--- config.mk ---
export PLATFORM = sky130hd
export DESIGN_NAME = pmfa_bitmap
export DESIGN_NICKNAME = d
export VERILOG_FILES = /design/src/rtl/pmfa_pkg.sv /design/src/rtl/pmfa_bitmap.sv
export SDC_FILE = /design/constraint.sdc
export NUM_CORES = 2
export LEC_CHECK = 0
export BUFFER_PORTS_ARGS = -buffer_cell sky130_fd_sc_hd__buf_2
export CAP_MARGIN = 20
export CORE_MARGIN = 2
export CORE_UTILIZATION = 30
export CTS_CLUSTER_DIAMETER = 60
export DETAILED_ROUTE_END_ITERATION = 8
export PLACE_DENSITY = 0.54
export SLEW_MARGIN = 20
export SYNTH_ARGS = -nofsm -noshare
export SYNTH_HDL_FRONTEND = slang
export SYNTH_SLANG_ARGS = --single-unit
--- constraint.sdc ---
create_clock -name clock -period 7.5 [get_ports clock]
set_input_delay 0.375 -clock clock [delete_from_list [all_inputs] [get_ports clock]]
set_output_delay 0.375 -clock clock [all_outputs]
set_load 0.01 [all_outputs]
--- src/rtl/pmfa_pkg.sv ---
`default_nettype none
package pmfa_pkg;

   localparam int NFRAMES = 4096;
   localparam int NPAGES  = 4096;

   // wide enough for any frame or page count in range
   localparam int WIDE_W = 21;

   localparam int BM_WORDS = (NFRAMES + 31) / 32;
   localparam int WORD_AW  = (BM_WORDS > 1) ? $clog2(BM_WORDS) : 1;
   localparam int PAGE_AW  = (NPAGES > 1) ? $clog2(NPAGES) : 1;
   localparam int FRAME_W  = ($clog2(NFRAMES) > 12) ? $clog2(NFRAMES) : 12;
   localparam int PT_W     = FRAME_W + 1;

   localparam int CLR_DEPTH = (NPAGES > BM_WORDS) ? NPAGES : BM_WORDS;
   localparam int CLR_W     = (CLR_DEPTH > 1) ? $clog2(CLR_DEPTH) : 1;

   localparam logic [31:0] FULL_WORD = 32'hFFFF_FFFF;

   localparam logic [2:0] REQ_IDENTITY = 3'd0;
   localparam logic [2:0] REQ_ANY      = 3'd1;
   localparam logic [2:0] REQ_GIVEN    = 3'd2;
   localparam logic [2:0] REQ_UNMAP    = 3'd3;

   localparam logic [1:0] ST_OK     = 2'd0;
   localparam logic [1:0] ST_NOFREE = 2'd1;
   localparam logic [1:0] ST_RANGE  = 2'd2;

   typedef struct packed {
      logic                 en;
      logic [WORD_AW-1:0]   addr;
      logic [31:0]          data;
   } bm_wr_type;

   // index of the lowest set bit of a one-hot word
   function automatic logic [4:0] onehot_index(input logic [31:0] oh);
      logic [4:0] idx;
      idx = '0;
      for (int j = 0; j < 32; j++) begin
         if (oh[j]) begin
            idx = idx | 5'(j);
         end
      end
      return idx;
   endfunction

endpackage
`default_nettype wire

--- src/rtl/pmfa_bitmap.sv ---
`default_nettype none
// Frame bitmap store with a first-free-bit finder on the read word.
module pmfa_bitmap (
   input  wire logic                          clock,
   input  wire pmfa_pkg::bm_wr_type           wr,
   input  wire logic [pmfa_pkg::WORD_AW-1:0]  rd_addr,
   output logic [31:0]                        rd_data,
   output logic                               free_any,
   output logic [4:0]                         free_bit
);

   logic [31:0] mem [pmfa_pkg::BM_WORDS];
   logic [31:0] rd_data_ff;
   logic [31:0] inv;
   logic [31:0] lowest;

   always_ff @(posedge clock) begin
      if (wr.en) begin
         mem[wr.addr] <= wr.data;
      end
      rd_data_ff <= mem[rd_addr];
   end

   // isolate lowest zero bit: x & -x on the inverted word
   assign inv      = ~rd_data_ff;
   assign lowest   = inv & (~inv + 32'd1);
   assign free_any = (rd_data_ff != pmfa_pkg::FULL_WORD);
   assign free_bit = pmfa_pkg::onehot_index(lowest);
   assign rd_data  = rd_data_ff;

endmodule
`default_nettype wire

---- Word level (Yosys, flattened, before mapping) ----
Memory sizes are Yosys's and may differ from the RTL's. A register that Yosys moved wholly into a read port is not among the register bits.
Cells that the tools add are included.
cells by class
  bitwise gates (word level) .............. 3
  divide/modulo/power cells ............... 0
  reductions and logical operators ........ 0
  multiply operators ...................... 0
  mux-type cells .......................... 33
  add/sub/neg operators ................... 1
  order comparisons ....................... 0
  shift operators ......................... 0
  eq/ne operators ......................... 1
operators with widths
  operator                                                         count
  5-bit two-way mux                                                16
  32-bit NOT                                                       2
  32-bit by 1-bit adder with 32-bit output, second input constant  1
  32-bit AND                                                       1
  4-bit two-way mux                                                8
  32-bit != test, second input constant                            1
  3-bit two-way mux                                                4
  2-bit two-way mux                                                2
  1-bit two-way mux                                                3
word-level totals
  register bits ........................... 0
  ROM bits ................................ 0
  bits in latches ......................... 0
  memory bits (writable) .................. 4096
  memories ................................ 1
  output and inout bits ................... 38
  logic and storage cells ................. 39
memory list
  name  words  width  rd ports  clocked after memory_dff  wr ports  line               RTL
  mem   128    32     1         1                         1         pmfa_bitmap.sv:12  logic [31:0] mem [pmfa_pkg::BM_WORDS];

---- Logic depth before layout (Yosys ltp) ----
  depth in word-level cells ............... 35
  mapped depth ............................ 8
  mapped depth without buffers ............ 6

---- Least setup slack after synthesis ----
No wires, ideal clock.
  path kind ............................... input port to flip-flop
  start ................................... in wr[39] in the netlist's numbering
  end ..................................... mem mem[100][0], enable pin
  data arrival time ....................... 3.154 ns
  required time ........................... 7.039 ns
  stages on the path ...................... 3
  setup slack ............................. 3.885 ns
  path buffers ............................ 1
  path through ............................ clkbuf_1 -> nand4_1 -> nor3_1
on the way
  word-level cells in the longest chain between the ends .. 2
RTL lines
  element                                  line               RTL
  start, declared                          pmfa_bitmap.sv:5   input wire pmfa_pkg::bm_wr_type wr,
  1-bit two-way mux                        pmfa_bitmap.sv:18  if (wr.en) begin
  1-bit two-way mux (not written as such)  pmfa_bitmap.sv:19  mem[wr.addr] <= wr.data;
  end, declared                            pmfa_bitmap.sv:12
No other way between the ends.

---- Worst setup path after layout ----
  start ................................... reg rd_data_ff[1] (netlist: rd_data[1]) (read register of mem)
  end ..................................... out free_bit[3]
on the way
  word-level cells in the longest chain between the ends .. 28
RTL lines
  element                                       line               RTL
  start, declared                               pmfa_bitmap.sv:13  logic [31:0] rd_data_ff;
  32-bit NOT (*)                                pmfa_bitmap.sv:25  assign inv = ~rd_data_ff;
  32-bit NOT (*)                                pmfa_bitmap.sv:26  assign lowest = inv & (~inv + 32'd1);
  32-bit by 1-bit adder with 32-bit output (*)  pmfa_bitmap.sv:26
  32-bit AND (*)                                pmfa_bitmap.sv:26
  4-bit two-way mux (8 in a row)                pmfa_pkg.sv:41     if (oh[j]) begin
  5-bit two-way mux (15 in a row)               pmfa_pkg.sv:41
  5-bit two-way mux (*)                         pmfa_pkg.sv:41
  end, declared                                 pmfa_bitmap.sv:9   output logic [4:0] free_bit
Every way passes the cells marked *; elsewhere a longest branch is shown, timed or not.

==> impl_metrics.sql <==
INSERT INTO impl_metrics (metric_group, metric, value, unit) VALUES
('run_status', 'run_status', 'finished, final reports clean', ''),
('setup_path', 'crit_path_max_fanout', '7', ''),
('clocking', 'cts-root-buf', 'sky130_fd_sc_hd__clkbuf_16', ''),
('timing', 'finClkSkew', '0.0674', 'ns'),
('layout', 'drive_above_1_share', '35.0', '%'),
('floorplanning', 'placementRows', '265', ''),
('floorplanning', 'fp.dieW', '727', 'um'),
('synth', 'syn_area', '157000', 'sq um'),
('synth', 'postSynthRegisterBits', '4128', ''),
('drt', 'detail_route.wl_per_cell', '33.0', 'um'),
('synth', 'synthFlopType', 'sky130_fd_sc_hd__edfxtp_1', ''),
('floorplanning', 'die-height', '727', 'um'),
('drt', 'antenna_viol_nets_final', '0', ''),
('grt', 'grtUsageTotal', '16.9', '%'),
('flow_run', 'maxCapViolCount', '0', ''),
('power', 'ir_drop', '0.000231', 'V'),
('floorplanning', 'boundaryPins', '86', ''),
('timing', 'max_freq', '0.217', 'GHz'),
('power', 'power.density', '270', 'nW/um^2'),
('grt', 'via_count_of_the_first_global_routing_pass', '73344', ''),
('placed_design', 'placement.cell_area', '168000', 'sq um'),
('placed_design', 'placement.io_buffers', '85', ''),
('timing', 'fin_tns_setup', '0', 'ns'),
('synth', 'synthesis.area_per_instance', '25.8', 'sq um'),
('drt', 'vias_per_cell', '5.26', ''),
('clocking', 'cts_inserted_buffers', '432', ''),
('clocking', 'cts.clk_slew.worst_paths', '0.06', 'ns'),
('layout', 'n_fill_cell', '47523', ''),
('setup_path', 'reg2reg_setup_slack', '4.80', 'ns'),
('floorplanning', 'initial_core_utilization', '30.1', '%'),
('drt', 'postRouteWirelength', '458000', 'um'),
('synth', 'netlist_top_cells_area', 'sky130_fd_sc_hd__edfxtp_1 (78%), sky130_fd_sc_hd__mux4_2 (19%), sky130_fd_sc_hd__clkbuf_1 (0.45%)', ''),
('floorplanning', 'core_region_area', '521000', 'sq um'),
('drt', 'drt-initial-drc-count', '11065', ''),
('synth', 'synthArstFlopShare', '0', '%'),
('timing', 'rsz0062_at_grt', 'no', ''),
('synth', 'synthMostInstantiatedCell', 'sky130_fd_sc_hd__edfxtp_1', ''),
('grt', 'grt_start_max_net_pins', '124', ''),
('timing', 'finalHoldViolations', '0', ''),
('layout', 'design.final.nets', '6585', ''),
('placed_design', 'hpwlAfterDp', '248000', 'um'),
('grt', 'grt_overflow', '0', ''),
('timing', 'timing.final.setup_violations', '0', ''),
('timing', 'finalMaxSlewViolations', '0', ''),
('clocking', 'ctsHtreeMaxLevel', '5', ''),
('synth', 'synthDominantCellAreaShare', '78.5', '%'),
('setup_path', 'worstSetupPathType', 'flop to primary output', ''),
('drt', 'num_vias', '72939', ''),
('clocking', 'worst_skew_pair.late_latency', '0.99', 'ns'),
('clocking', 'post_cts_resized', '0', ''),
('placed_design', 'numPlacedInstances', '13015', ''),
('clocking', 'tritoncts', 'done', ''),
('layout', 'finalCoreUtilization', '34.9', '%'),
('synth', 'synth_enable_flop_cells', '4096', ''),
('synth', 'synth_cell_types', '32', ''),
('synth', 'ys_seq_area_share', '78.9', '%'),
('timing', 'layout_min_cycle_time', '4.61', 'ns'),
('synth', 'postSynthCellCount', '6081', ''),
('worst_hold_path', 'hold_class', 'input port to flop', ''),
('setup_path', 'cp.required', '7.12', 'ns'),
('synth', 'synth_nets', '6129', ''),
('grt', 'grt_pass1_wl', '623000', 'um'),
('synth', 'synth.top_cells.by_count', 'sky130_fd_sc_hd__edfxtp_1 (4096), sky130_fd_sc_hd__mux4_2 (1344), sky130_fd_sc_hd__clkbuf_1 (186)', ''),
('setup_path', 'critPathArrivalTime', '4.23', 'ns'),
('timing', 'slew_worst_pin', '1.25', 'ns'),
('setup_path', 'critical_path.startpoint_type', 'flop', ''),
('floorplanning', 'die-area', '528000', 'sq um'),
('clocking', 'clock_path_buffers', '4', ''),
('timing', 'worst_slew_margin_rel', '16.3', '%'),
('grt', 'initial_antenna_violation_count', '85', ''),
('setup_path', 'setup.worst_path.end_class', 'primary output', ''),
('drt', 'drtPass1Iterations', '8', ''),
('synth', 'synthDominantAreaCellType', 'sky130_fd_sc_hd__edfxtp_1', ''),
('clocking', 'cts.sink_count', '4128', ''),
('placed_design', 'gp_congestion', '0.799', ''),
('power', 'leakage', '0.0546', 'uW'),
('drt', 'detail_route.drc_violations', '0', ''),
('layout', 'layout-area-overhead-vs-synth', '15.9', '%'),
('layout', 'layout.cells.non_filler', '13877', ''),
('layout', 'summed_area_of_non_filler_cells_in_the_final_layout', '182000', 'sq um'),
('synth', 'synthesis.yosys.warnings', '0', ''),
('timing', 'timing.final.crit_share', '61.4', '%');
-- sequential cells by signal (all words and copies together), names as in the netlist --
signal,count
mem,4096
rd_data,32
-- final cells by class --
cell class,count,area (sq um),area share (%)
tap,6942,8690,4.78
clock buffer,554,11500,6.34
clock inverter,245,2200,1.21
multi-input combinational,1628,32800,18.0
antenna,33,82.6,0.0454
inverter,9,33.8,0.0186
sequential,4128,124000,68.0
timing repair buffer,338,2820,1.55
-- placed cells by master (no fill, tap or decap), drive strengths merged, types with 2 or more instances in the layout --
master       instances
nand2b               3
edfxtp            4096
dlygate4sd3         30
and4                 2
diode               33
clkbuf             554
inv                 23
o2111ai              2
o311ai               2
nand4               12
nor2               128
mux4              1344
o21ai               14
buf                308
nor3                10
a21oi                3
nand2               31
o31ai                2
bufinv              28
nor2b                9
o41ai                2
nand3               22
mux2                32
clkinv             198
a21boi               3
clkinvlp             5
dfxtp               32
-- report_power, final --
group / total (uW) / internal (uW) / switching (uW) / leakage (uW)
Clock: 20800 / 11800 / 8940 / 0.00670
Sequential: 25600 / 25500 / 136 / 0.0371
Combinational: 2670 / 948 / 1720 / 0.0108
-- cell families (layout without fill, tap and decap cells) --
logic type	after synthesis	after routing	synth area share [%]
flip-flops	4128	4128	78.9
multiplexers	1376	1376	19.5
buffers and inverters	325	1146	0.856
AND/OR/NAND/NOR	220	220	0.603
AO/OA/AOI/OAI	32	32	0.133
other	0	33	0
-- metrics by stage --
stage          total power, uW  hold slack [ns]  setup slack, ns
5_1_grt                  50400           0.0670             2.74
6_report                 49000           0.0340             2.89
3_3_place_gp             28700            0.847             3.20
2_1_floorplan            27300            0.474             3.89
3_5_place_dp             28800            0.859             3.21
4_1_cts                  49400          0.00825             2.35
-- repair_timing --
action	4_1_cts	5_1_grt
hold endpoints to repair	1025	0
setup buffers	0	0
hold buffers	30	0
-- critical path: stages (launching register included) --
cell and delay (ns):
sky130_fd_sc_hd__dfxtp_1 0.77, sky130_fd_sc_hd__nand4_1 0.24, sky130_fd_sc_hd__nor2_2 0.72, sky130_fd_sc_hd__nand4_1 0.27, sky130_fd_sc_hd__o311ai_1 0.91, sky130_fd_sc_hd__buf_2 0.32
-- metal layers --
layer / GRT usage, % / vias up / share of wire (%)
met5: 0 / - / 0.039
met4: 4.40 / 30 / 2.6
met3: 4.28 / 632 / 10
met2: 26.0 / 3522 / 46
met1: 24.1 / 41003 / 41
li1: - / 27752 / -
-- final timing paths --
check                                 start            to  depth (start not counted)
worst max-delay path             rd_data[1]   free_bit[3]                          5
worst min-delay path                 wr[25]  mem[111][25]                          1
worst max register to register  mem[111][1]    rd_data[1]                          4
worst min register to register  mem[52][20]   rd_data[20]                          4
Power figures use the tool's default switching activity.
